### src/sv/hcbd_pkg.sv
// Shared types, constants and helpers for the HTTP chunked body decoder.
// No dependencies; the parser, the result register and the top level import this package.
`default_nettype none

package hcbd_pkg;

  // Default widths of the chunk size accumulator and the payload counter
  localparam int SIZE_BITS_DEF   = 31;
  localparam int COUNT_BITS_DEF  = 32;
  localparam int BYTE_W          = 8;
  localparam int PAYLOAD_COUNT_W = 32;

  // Characters of interest on a chunk size line
  localparam logic [BYTE_W-1:0] CHAR_CR   = 8'h0D;
  localparam logic [BYTE_W-1:0] CHAR_LF   = 8'h0A;
  localparam logic [BYTE_W-1:0] CHAR_SEMI = 8'h3B;

  // One input item
  typedef struct packed {
    logic [BYTE_W-1:0] in_byte;
    logic              new_message;
    logic              ends_segment;
  } item_t;

  // One result item
  typedef struct packed {
    logic [BYTE_W-1:0]          body_byte;
    logic                       is_payload;
    logic                       stream_finished;
    logic [PAYLOAD_COUNT_W-1:0] payload_count;
    logic                       segment_closed;
  } result_t;

  // Decode an ASCII hex digit: bit 4 flags a digit, bits 3:0 hold its value
  function automatic logic [4:0] hex_digit(input logic [BYTE_W-1:0] c);
    logic [4:0] r;
    r = 5'b0;
    if (c >= 8'h30 && c <= 8'h39) begin
      r = {1'b1, 4'(c - 8'h30)};
    end else if (c >= 8'h61 && c <= 8'h66) begin
      r = {1'b1, 4'(c - 8'h57)};
    end else if (c >= 8'h41 && c <= 8'h46) begin
      r = {1'b1, 4'(c - 8'h37)};
    end
    return r;
  endfunction

endpackage

`default_nettype wire

### src/sv/hcbd_ifs.sv
// Valid/ready channel interfaces for the body decoder input and result items.
// Plain logic fields; no package dependency.
`default_nettype none

interface hcbd_in_if;
  logic       valid;
  logic       ready;
  logic [7:0] in_byte;
  logic       new_message;
  logic       ends_segment;

  modport source (output valid, output in_byte, output new_message,
                  output ends_segment, input ready);
  modport sink   (input valid, input in_byte, input new_message,
                  input ends_segment, output ready);
endinterface

interface hcbd_out_if;
  logic        valid;
  logic        ready;
  logic [7:0]  body_byte;
  logic        is_payload;
  logic        stream_finished;
  logic [31:0] payload_count;
  logic        segment_closed;

  modport source (output valid, output body_byte, output is_payload,
                  output stream_finished, output payload_count,
                  output segment_closed, input ready);
  modport sink   (input valid, input body_byte, input is_payload,
                  input stream_finished, input payload_count,
                  input segment_closed, output ready);
endinterface

`default_nettype wire

### src/sv/hcbd_parser.sv
// Chunk parser: phase, size accumulator, extension flag and payload counter,
// plus the combinational result for the item in the input register. Uses hcbd_pkg.
`default_nettype none

module hcbd_parser #(
  parameter int SIZE_BITS  = hcbd_pkg::SIZE_BITS_DEF,
  parameter int COUNT_BITS = hcbd_pkg::COUNT_BITS_DEF
) (
  input  wire logic            clk,
  input  wire logic            rst,
  input  wire logic            advance,
  input  wire logic            chunked_mode,
  input  wire hcbd_pkg::item_t item,
  output hcbd_pkg::result_t    result
);
  import hcbd_pkg::*;

  typedef enum logic [1:0] {
    PH_SIZE  = 2'd0,
    PH_DATA  = 2'd1,
    PH_AFTER = 2'd2,
    PH_DONE  = 2'd3
  } phase_t;

  phase_t                phase, phase_next;
  logic [SIZE_BITS-1:0]  bytes_left, bytes_left_next;
  logic                  in_extension, in_extension_next;
  logic [COUNT_BITS-1:0] delivered_total, delivered_total_next;

  // Work out the next parser state and the result for the held item
  always_comb begin
    logic [4:0] hv;
    logic       payload;
    hv                   = hex_digit(item.in_byte);
    payload              = 1'b0;
    phase_next           = item.new_message ? PH_SIZE : phase;
    bytes_left_next      = item.new_message ? '0 : bytes_left;
    in_extension_next    = item.new_message ? 1'b0 : in_extension;
    delivered_total_next = item.new_message ? '0 : delivered_total;

    if (!chunked_mode) begin
      payload = 1'b1;
    end else begin
      // Treat an exhausted data phase as after-data
      if (phase_next == PH_DATA && bytes_left_next == '0) begin
        phase_next = PH_AFTER;
      end
      unique case (phase_next)
        PH_SIZE: begin
          if (item.in_byte == CHAR_LF) begin
            phase_next        = (bytes_left_next == '0) ? PH_DONE : PH_DATA;
            in_extension_next = 1'b0;
          end else if (item.in_byte == CHAR_SEMI) begin
            in_extension_next = 1'b1;
          end else if (item.in_byte != CHAR_CR && !in_extension_next && hv[4]) begin
            // Saturate once the top nibble would shift out
            if (|bytes_left_next[SIZE_BITS-1 -: 4]) begin
              bytes_left_next = '1;
            end else begin
              bytes_left_next = {bytes_left_next[SIZE_BITS-5:0], hv[3:0]};
            end
          end
        end
        PH_DATA: begin
          payload         = 1'b1;
          bytes_left_next = bytes_left_next - SIZE_BITS'(1);
          if (bytes_left_next == '0) begin
            phase_next = PH_AFTER;
          end
        end
        PH_AFTER: begin
          if (item.in_byte == CHAR_LF) begin
            phase_next        = PH_SIZE;
            bytes_left_next   = '0;
            in_extension_next = 1'b0;
          end
        end
        PH_DONE: begin
          // Drop everything after the final chunk
        end
        default: begin
          phase_next = PH_SIZE;
        end
      endcase
    end

    if (payload) begin
      delivered_total_next = delivered_total_next + COUNT_BITS'(1);
    end

    result.body_byte       = item.in_byte;
    result.is_payload      = payload;
    result.stream_finished = (phase_next == PH_DONE);
    result.payload_count   = PAYLOAD_COUNT_W'(delivered_total_next);
    result.segment_closed  = item.ends_segment;
  end

  // Hold parser state; advance when the held item moves to the result register
  always_ff @(posedge clk) begin
    if (rst) begin
      phase           <= PH_SIZE;
      bytes_left      <= '0;
      in_extension    <= 1'b0;
      delivered_total <= '0;
    end else if (advance) begin
      phase           <= phase_next;
      bytes_left      <= bytes_left_next;
      in_extension    <= in_extension_next;
      delivered_total <= delivered_total_next;
    end
  end

endmodule

`default_nettype wire

### src/sv/hcbd_out_reg.sv
// Result register of the body decoder, driving the output channel.
// Uses hcbd_pkg and hcbd_out_if.
`default_nettype none

module hcbd_out_reg (
  input  wire logic              clk,
  input  wire logic              rst,
  input  wire logic              load,
  input  wire hcbd_pkg::result_t result,
  output logic                   can_load,
  hcbd_out_if.source             tx
);
  import hcbd_pkg::*;

  logic    out_valid;
  result_t out_data;

  // Free when empty or when the held item leaves this cycle
  assign can_load = !out_valid || tx.ready;

  // Hold the result until taken, load a new one when free
  always_ff @(posedge clk) begin
    if (rst) begin
      out_valid <= 1'b0;
    end else if (load) begin
      out_valid <= 1'b1;
    end else if (tx.ready) begin
      out_valid <= 1'b0;
    end
  end

  always_ff @(posedge clk) begin
    if (load) begin
      out_data <= result;
    end
  end

  assign tx.valid           = out_valid;
  assign tx.body_byte       = out_data.body_byte;
  assign tx.is_payload      = out_data.is_payload;
  assign tx.stream_finished = out_data.stream_finished;
  assign tx.payload_count   = out_data.payload_count;
  assign tx.segment_closed  = out_data.segment_closed;

endmodule

`default_nettype wire

### src/sv/http_chunked_body_decoder_unit.sv
// HTTP chunked body decoder, top level.
// Depends on hcbd_pkg, hcbd_ifs, hcbd_parser and hcbd_out_reg.
//
// Usage:
//   body_in carries one body byte per item with new_message (first byte of a
//   body, clears parser and count) and ends_segment. body_out returns one
//   result item per input item, in order: the byte, whether it is payload,
//   the finished flag, the running payload count and the segment mark.
//   chunked_mode is written via cfg_write_en/cfg_write_data, by the user only
//   while idle (not enforced); 0 passes all as payload, 1 decodes chunked.
// Timing:
//   An accepted item is held in the input register; when the result register
//   is free its result is loaded there and offered on body_out until taken.
//   One item per cycle is sustained while body_out.ready stays high; the rate
//   is set by the combinational parser update between the two registers.
// Reset clears both registers' valid flags, the parser state, the count and
// chunked_mode. When the receiver stalls, the result register holds its item;
// the input register still takes one more item, then body_in.ready drops.
`default_nettype none

module http_chunked_body_decoder_unit #(
  parameter int SIZE_BITS  = hcbd_pkg::SIZE_BITS_DEF,
  parameter int COUNT_BITS = hcbd_pkg::COUNT_BITS_DEF
) (
  input  wire logic   clk,
  input  wire logic   rst,
  input  wire logic   cfg_write_en,
  input  wire logic   cfg_write_data,
  hcbd_in_if.sink     body_in,
  hcbd_out_if.source  body_out
);
  import hcbd_pkg::*;

  logic    chunked_mode;
  logic    in_valid;
  item_t   in_data;
  logic    can_load;
  logic    advance;
  result_t result;

  // Configuration register
  always_ff @(posedge clk) begin
    if (rst) begin
      chunked_mode <= 1'b0;
    end else if (cfg_write_en) begin
      chunked_mode <= cfg_write_data;
    end
  end

  // Move the held item on when the result register is free
  assign advance       = in_valid && can_load;
  assign body_in.ready = !in_valid || can_load;

  // Input register
  always_ff @(posedge clk) begin
    if (rst) begin
      in_valid <= 1'b0;
    end else if (body_in.ready) begin
      in_valid <= body_in.valid;
    end
  end

  always_ff @(posedge clk) begin
    if (body_in.valid && body_in.ready) begin
      in_data.in_byte      <= body_in.in_byte;
      in_data.new_message  <= body_in.new_message;
      in_data.ends_segment <= body_in.ends_segment;
    end
  end

  hcbd_parser #(
    .SIZE_BITS  (SIZE_BITS),
    .COUNT_BITS (COUNT_BITS)
  ) u_parser (
    .clk          (clk),
    .rst          (rst),
    .advance      (advance),
    .chunked_mode (chunked_mode),
    .item         (in_data),
    .result       (result)
  );

  hcbd_out_reg u_out_reg (
    .clk      (clk),
    .rst      (rst),
    .load     (advance),
    .result   (result),
    .can_load (can_load),
    .tx       (body_out)
  );

  // A held item with a stalled result register blocks the input
  a_backpressure: assert property (@(posedge clk) disable iff (rst)
    in_valid && body_out.valid && !body_out.ready |-> !body_in.ready)
    else $error("input accepted while both registers are full");

  // An accepted item is held in the input register next cycle
  a_accept_held: assert property (@(posedge clk) disable iff (rst)
    body_in.valid && body_in.ready |=> in_valid)
    else $error("accepted item lost");

  // A held item moving on always yields a result next cycle
  a_advance_result: assert property (@(posedge clk) disable iff (rst)
    advance |=> body_out.valid)
    else $error("result missing after advance");

endmodule

`default_nettype wire
### src/flat_wrapper.sv
// flat-port wrapper written by rule: the top's interface ports become plain ports
module http_chunked_body_decoder_unit_flat import hcbd_pkg::*;
#(
  parameter int SIZE_BITS  = hcbd_pkg::SIZE_BITS_DEF,
  parameter int COUNT_BITS = hcbd_pkg::COUNT_BITS_DEF
)
  (clk, rst, cfg_write_en, cfg_write_data, body_in_valid, body_in_in_byte, body_in_new_message, body_in_ends_segment, body_in_ready, body_out_valid, body_out_body_byte, body_out_is_payload, body_out_stream_finished, body_out_payload_count, body_out_segment_closed, body_out_ready);
  hcbd_in_if body_in_i ();
  hcbd_out_if body_out_i ();
  input  wire logic clk;
  input  wire logic rst;
  input  wire logic cfg_write_en;
  input  wire logic cfg_write_data;
  input wire logic [$bits(body_in_i.valid)-1:0] body_in_valid;
  input wire logic [$bits(body_in_i.in_byte)-1:0] body_in_in_byte;
  input wire logic [$bits(body_in_i.new_message)-1:0] body_in_new_message;
  input wire logic [$bits(body_in_i.ends_segment)-1:0] body_in_ends_segment;
  output wire logic [$bits(body_in_i.ready)-1:0] body_in_ready;
  output wire logic [$bits(body_out_i.valid)-1:0] body_out_valid;
  output wire logic [$bits(body_out_i.body_byte)-1:0] body_out_body_byte;
  output wire logic [$bits(body_out_i.is_payload)-1:0] body_out_is_payload;
  output wire logic [$bits(body_out_i.stream_finished)-1:0] body_out_stream_finished;
  output wire logic [$bits(body_out_i.payload_count)-1:0] body_out_payload_count;
  output wire logic [$bits(body_out_i.segment_closed)-1:0] body_out_segment_closed;
  input wire logic [$bits(body_out_i.ready)-1:0] body_out_ready;
  assign body_in_i.valid = body_in_valid;
  assign body_in_i.in_byte = body_in_in_byte;
  assign body_in_i.new_message = body_in_new_message;
  assign body_in_i.ends_segment = body_in_ends_segment;
  assign body_in_ready = body_in_i.ready;
  assign body_out_valid = body_out_i.valid;
  assign body_out_body_byte = body_out_i.body_byte;
  assign body_out_is_payload = body_out_i.is_payload;
  assign body_out_stream_finished = body_out_i.stream_finished;
  assign body_out_payload_count = body_out_i.payload_count;
  assign body_out_segment_closed = body_out_i.segment_closed;
  assign body_out_i.ready = body_out_ready;
  http_chunked_body_decoder_unit #(.SIZE_BITS(SIZE_BITS), .COUNT_BITS(COUNT_BITS)) u_core (.clk(clk), .rst(rst), .cfg_write_en(cfg_write_en), .cfg_write_data(cfg_write_data), .body_in(body_in_i), .body_out(body_out_i));
endmodule
### config.mk
export PLATFORM = sky130hd
export DESIGN_NAME = http_chunked_body_decoder_unit_flat
export DESIGN_NICKNAME = d
export VERILOG_FILES = /design/src/sv/hcbd_pkg.sv /design/src/sv/hcbd_ifs.sv /design/src/sv/hcbd_parser.sv /design/src/sv/hcbd_out_reg.sv /design/src/sv/http_chunked_body_decoder_unit.sv /design/src/flat_wrapper.sv
export SDC_FILE = /design/constraint.sdc
export NUM_CORES = 1
export LEC_CHECK = 0
export BUFFER_PORTS_ARGS = -buffer_cell sky130_fd_sc_hd__clkbuf_2
export CORE_ASPECT_RATIO = 1.2
export CORE_MARGIN = 8
export CORE_UTILIZATION = 40
export CTS_BUF_LIST = sky130_fd_sc_hd__clkbuf_8
export DETAILED_ROUTE_END_ITERATION = 8
export MAX_ROUTING_LAYER = met4
export SYNTH_ARGS = -nofsm -noshare
export SYNTH_HDL_FRONTEND = slang
export SYNTH_SLANG_ARGS = --single-unit
### constraint.sdc
create_clock -name clk -period 10.5 [get_ports clk]
set_input_delay 2.1 -clock clk [delete_from_list [all_inputs] [get_ports clk]]
set_output_delay 2.1 -clock clk [all_outputs]
set_load 0.01 [all_outputs]
# Yosys cells after proc, flatten, opt, wreduce, memory -nomap -nowiden
# Index checks and enable logic that the tools add are counted.
# word_totals
ff_bits	122
input_bits	16
elab_cells	83
# op_classes
n_mux	32
n_eq_ne	7
addsub	5
n_lt_le_gt_ge	6
n_reduce_logical	18
# ops
operator	count
31-bit two-way mux	7
31-bit case mux with 3 select lines	1
32-bit two-way mux	2
31-bit logical NOT	2
32-bit by 1-bit adder with 32-bit output (second input constant)	1
31-bit by 1-bit subtractor with 31-bit output (second input constant)	1
8-bit by 7-bit greater-or-equal comparator with 1-bit output (second input constant)	2
8-bit by 7-bit <= comparator with 1-bit output (second input constant)	2
2-bit two-way mux	8
5-bit two-way mux	3
1-bit two-way mux	9
8-bit by 4-bit == test with 1-bit output (second input constant)	1
8-bit by 6-bit == test with 1-bit output (second input constant)	1
8-bit by 6-bit greater-or-equal comparator with 1-bit output (second input constant)	1
8-bit by 6-bit <= comparator with 1-bit output (second input constant)	1
1-bit logical AND	8
8-bit by 4-bit inequality test with 1-bit output (second input constant)	1
4-bit by 3-bit subtractor with 4-bit output (second input constant)	2
2-bit case mux with 3 select lines	1
2-bit by 1-bit == test with 1-bit output (second input constant)	2
2-bit == test (second input constant)	2
4-bit OR reduction	1
4-bit by 1-bit subtractor with 4-bit output (second input constant)	1
1-bit logical NOT	3
other kinds (4)	5

# Depth between registers and ports, before layout
# depth
word_depth	11
mapped_depth	16

# Modules after synthesis
# From an unflattened synthesis, not the netlist that was laid out.
# hier_totals
cells_unflattened	858
area_unflattened_um2	7527.2
# by_module_without_submodules
mod	cells_per_inst	area_per_inst_um2	n_inst
hcbd_parser	792	5793.1	1
hcbd_out_reg	47	1337.5	1
http_chunked_body_decoder_unit	19	396.6	1

# Worst setup path after synthesis
# OpenSTA, ideal clock, no wires.
# synth_path
path_type	input to output
start	input port body_out_ready
end	output port body_in_ready
cell_stages	2
arrival_ns	2.397
path_buffers	0
setup_slack_ns	6.003
required_ns	8.400
path_cell_list	nor2b_1 > nand2_1
# synth_via
elab_chain_len	2
# synth_rtl
item	line	rtl
start, declared	flat_wrapper.sv:25	input wire logic [$bits(body_out_i.ready)-1:0] body_out_ready;
1-bit logical OR	hcbd_out_reg.sv:19	assign can_load = !out_valid || tx.ready;
1-bit logical OR	http_chunked_body_decoder_unit.sv:52	assign body_in.ready = !in_valid || can_load;
end, declared	flat_wrapper.sv:18	output wire logic [$bits(body_in_i.ready)-1:0] body_in_ready;
# No other way between the ends.

# Worst setup path in the final report
# Ends and elaborated chain as after synthesis.

==> impl_metrics.csv <==
group,metric,value,unit
floorplanning,die_h,167,um
yosys,cell_area_after_synthesis,7640,um2
pwr,powerDensity,130,nW/um2
clocking,cts_tree,"built",
global_routing,grt_remaining_overflow,0,
pwr,p_switching,0.298,mW
global_routing,globalRouteTotalUtil,0.189,
global_routing,grt_pass1_wl,35000,um
yosys,number_of_enable_flip_flop_cells_after_synthesis,53,
layout,fill_cells,1879,
routing,drt_pass1_iterations,5,
sta,worst_slew_pin_slew,1070,ps
global_routing,antenna_found_initial,0,
yosys,synth_cell_types,83,
clocking,htree_levels,4,
clocking,cts.hold.buffers_added,0,
status,result_of_the_run,"completed",
layout,post_route_cells_drive_above_1_share,0.149,
floorplanning,rows,55,
placed_design,port-buffer-count,60,
placed_design,place.gp.congestion,0.929,
clocking,clkSinkCount,122,
worst_setup_path,setup.worst_path.end_class,"output port",
hold_path,min-delay-path-class,"reg -> reg",
placed_design,dpl-instance-area,8030,um2
routing,routed-via-count,6940,
layout,area_growth_syn_to_layout,10.4,%
pwr,vdd.ir_drop.worst,0.0633,mV
sta,grt_setup_unrepaired,"no",
worst_setup_path,timing_worst_setup_path_type,"in -> out",
yosys,post_synth_inst_count,865,
floorplanning,ioPinCount,61,
routing,vias_per_cell,5.98,
sta,final-hold-violation-count,0,
yosys,seq_area_frac_synth,0.389,
sta,final.min_clock_period,4710,ps
floorplanning,floorplan.initialDensity,0.407,
worst_setup_path,worstPathMaxFanout,4,
yosys,synth_area_per_cell,8.84,um2
sta,final_min_period_over_clock_period,0.449,
routing,postRouteWirelength,21500,um
yosys,synth-main-ff-cell,"sky130_fd_sc_hd__dfxtp_1",
clocking,insertion_delay,460,ps
floorplanning,die_area,23800,um2
routing,dr.first_iter.drc_count,665,
yosys,synthArstFlopShare,0,
pwr,sw_frac_of_total,0.272,
layout,layout.cell_area.non_filler,8440,um2
pwr,power.share.clock,0.409,
clocking,cts_root_buf,"sky130_fd_sc_hd__clkbuf_8",
sta,skew,18.1,ps
clocking,cts.repair_timing.setup_buffer_count,0,
placed_design,dpl.hpwl,14400,um
run,maxCapViolations,0,
clocking,clk_pin_slew,70,ps
sta,timing_max_transition_violations_final,0,
pwr,p_comb_frac,0.119,
layout,finish.net_count,915,
yosys,number_of_nets_in_the_synthesized_netlist,888,
floorplanning,die_width,142,um
sta,fin_tns_setup,0,ps
worst_setup_path,worst-endpoint-arrival,2610,ps
worst_setup_path,setup.worst_path.start_class,"input port",
yosys,synth.ff_latch_count,122,
placed_design,dp_cells,1129,
routing,post_drt_wl_per_cell,18.5,um
pwr,power.sequential.fraction,0.472,
sta,setup_viol,0,
layout,insertedDiodeCount,0,
clocking,cts.path.max_buffers,2,
pwr,internal-power,0.797,mW
floorplanning,core,18800,um2
routing,drc_errors,0,
routing,antenna_violating_nets_post_route,0,
clocking,post_cts_resized,0,
worst_setup_path,data_required_time_of_the_worst_path,8400,ps
layout,instances_no_fill,1161,
sta,achievable-frequency,212,MHz
clocking,numCtsBuffers,17,
sta,timing.max_slew.rel_slack,0.286,
pwr,power_leakage,2.95,nW
global_routing,grt_max_degree,55,
global_routing,via_count_of_the_first_global_routing_pass,6597,
yosys,synth_warnings,0,
[registers in the layout, summed over array words and instances (netlist names)]
signal and cells:
u_core.u_parser.phase 2, u_core.u_parser.bytes_left 31, u_core.u_out_reg.tx.stream_finished 1, u_core.chunked_mode 1, u_core.in_valid 1, u_core.u_out_reg.tx.body_byte 8
u_core.u_out_reg.tx.payload_count 32, u_core.u_out_reg.tx.is_payload 1, u_core.u_out_reg.tx.valid 1, u_core.in_data 10, u_core.u_parser.delivered_total 32, u_core.u_parser.in_extension 1
u_core.u_out_reg.tx.segment_closed 1
[cells by family (layout without fill, tap and decap cells)]
logic type	after synthesis	in the layout	synth area share
and+or+nand+nor	348	348	0.249
xor gates and xnor gates	46	46	0.0527
buffers and inverters	79	119	0.0490
DFF	122	122	0.389
adders and majority gates	7	7	0.0115
muxes	10	10	0.0139
AOI/OAI and AO/OA	253	253	0.235
[path summary, 6_finish.rpt]
kind                                    start                                            to  slack (ps)  depth (start not counted)
hold / removal    u_core.in_data[0]$_DFFE_PP_  u_core.u_out_reg.tx.segment_closed$_DFFE_PP_         420                          0
hold reg to reg   u_core.in_data[0]$_DFFE_PP_  u_core.u_out_reg.tx.segment_closed$_DFFE_PP_         420                          0
setup reg to reg  u_core.in_data[1]$_DFFE_PP_   u_core.u_parser.bytes_left[20]$_SDFFE_PP0P_        6020                         11
setup / recovery               body_out_ready                                 body_in_ready        5790                          4
[power groups by stage]
stage | logic, mW | registers, mW | clock network [mW]
after global routing | 0.142 | 0.519 | 0.476
after floorplan | 0.0930 | 0.529 | 0
final | 0.130 | 0.517 | 0.448
after CTS | 0.130 | 0.517 | 0.458
after detailed placement | 0.129 | 0.528 | 0
after global placement | 0.129 | 0.527 | 0
[per-stage QoR]
| stage | util | worst slack (ps) | total power, mW | hold slack (ps) |
|---|---|---|---|---|
| 6_report | 0.449 | 5790 | 1.10 | 423 |
| 5_1_grt | 0.449 | 5680 | 1.14 | 428 |
| 4_1_cts | 0.449 | 5780 | 1.10 | 427 |
| 3_5_place_dp | 0.427 | 5790 | 0.657 | 408 |
| 3_3_place_gp | 0.427 | 5800 | 0.656 | 409 |
| 2_1_floorplan | - | 6000 | 0.622 | 400 |
[area by class of cell]
type | instances | area [um2] | area share
Clock buffer | 19 | 262 | 0.0310
Clock inverter | 13 | 151 | 0.0179
Inverter | 18 | 67.6 | 0.00801
Multi-Input combinational cell | 664 | 4300 | 0.509
Sequential cell | 122 | 2970 | 0.352
Tap cell | 256 | 320 | 0.0380
Timing Repair Buffer | 69 | 368 | 0.0436
[Yosys cell counts, types with 19 or more instances]
cell type,number,share of area
sky130_fd_sc_hd__a31oi_1,22,0.018
sky130_fd_sc_hd__or3_1,21,0.017
sky130_fd_sc_hd__clkbuf_1,37,0.018
sky130_fd_sc_hd__a21oi_1,67,0.044
sky130_fd_sc_hd__nand3_1,27,0.018
sky130_fd_sc_hd__nand2_1,62,0.030
sky130_fd_sc_hd__xnor2_1,27,0.031
sky130_fd_sc_hd__xor2_1,19,0.022
sky130_fd_sc_hd__dfxtp_1,69,0.18
sky130_fd_sc_hd__a22o_1,19,0.022
sky130_fd_sc_hd__edfxtp_1,53,0.21
sky130_fd_sc_hd__nor2b_1,28,0.023
sky130_fd_sc_hd__o21ai_0,45,0.029
sky130_fd_sc_hd__nor2_1,93,0.046
[cell usage in the layout, fill, tap and decap left out, types with 4 or more instances in the layout]
| master | instances |
|---|---|
| sky130_fd_sc_hd__dfxtp_1 | 69 |
| sky130_fd_sc_hd__or3_1 | 21 |
| sky130_fd_sc_hd__nor2b_1 | 28 |
| sky130_fd_sc_hd__clkbuf_2 | 60 |
| sky130_fd_sc_hd__a311oi_1 | 4 |
| sky130_fd_sc_hd__nor2_1 | 93 |
| sky130_fd_sc_hd__nand4_1 | 18 |
| sky130_fd_sc_hd__nand3b_1 | 4 |
| sky130_fd_sc_hd__nand2b_1 | 10 |
| sky130_fd_sc_hd__xnor2_1 | 27 |
| sky130_fd_sc_hd__nand3_1 | 27 |
| sky130_fd_sc_hd__ha_1 | 7 |
| sky130_fd_sc_hd__a211oi_1 | 7 |
| sky130_fd_sc_hd__nor4_1 | 10 |
| sky130_fd_sc_hd__mux2i_1 | 5 |
| sky130_fd_sc_hd__and2_1 | 6 |
| sky130_fd_sc_hd__o211ai_1 | 5 |
| sky130_fd_sc_hd__mux2_2 | 5 |
| sky130_fd_sc_hd__and4b_1 | 4 |
| sky130_fd_sc_hd__clkbuf_8 | 19 |
| sky130_fd_sc_hd__or4_1 | 9 |
| sky130_fd_sc_hd__and4_1 | 8 |
| sky130_fd_sc_hd__a2111oi_4 | 4 |
| sky130_fd_sc_hd__and3_1 | 6 |
| sky130_fd_sc_hd__a22oi_1 | 6 |
| sky130_fd_sc_hd__nor3_1 | 18 |
| sky130_fd_sc_hd__clkinv_2 | 4 |
| sky130_fd_sc_hd__a21oi_1 | 67 |
| sky130_fd_sc_hd__o2bb2ai_1 | 6 |
| sky130_fd_sc_hd__nand2_1 | 62 |
| sky130_fd_sc_hd__a31oi_1 | 22 |
| sky130_fd_sc_hd__edfxtp_1 | 53 |
| sky130_fd_sc_hd__a21o_1 | 7 |
| sky130_fd_sc_hd__buf_4 | 9 |
| sky130_fd_sc_hd__xor2_1 | 19 |
| sky130_fd_sc_hd__o21ai_0 | 45 |
| sky130_fd_sc_hd__inv_1 | 19 |
| sky130_fd_sc_hd__o22ai_1 | 15 |
| sky130_fd_sc_hd__a22o_1 | 19 |
[layer usage]
layer  track usage  wire, um
met1         0.216      8940
met2         0.315     10700
met3        0.0339      1200
met4        0.0861       587
met5             -         0
[critical path: stages]
cell and delay, ps:
sky130_fd_sc_hd__clkbuf_2 80, sky130_fd_sc_hd__nor2b_1 210, sky130_fd_sc_hd__nand2_1 100, sky130_fd_sc_hd__clkbuf_2 130
Power figures use the tool's default switching activity.
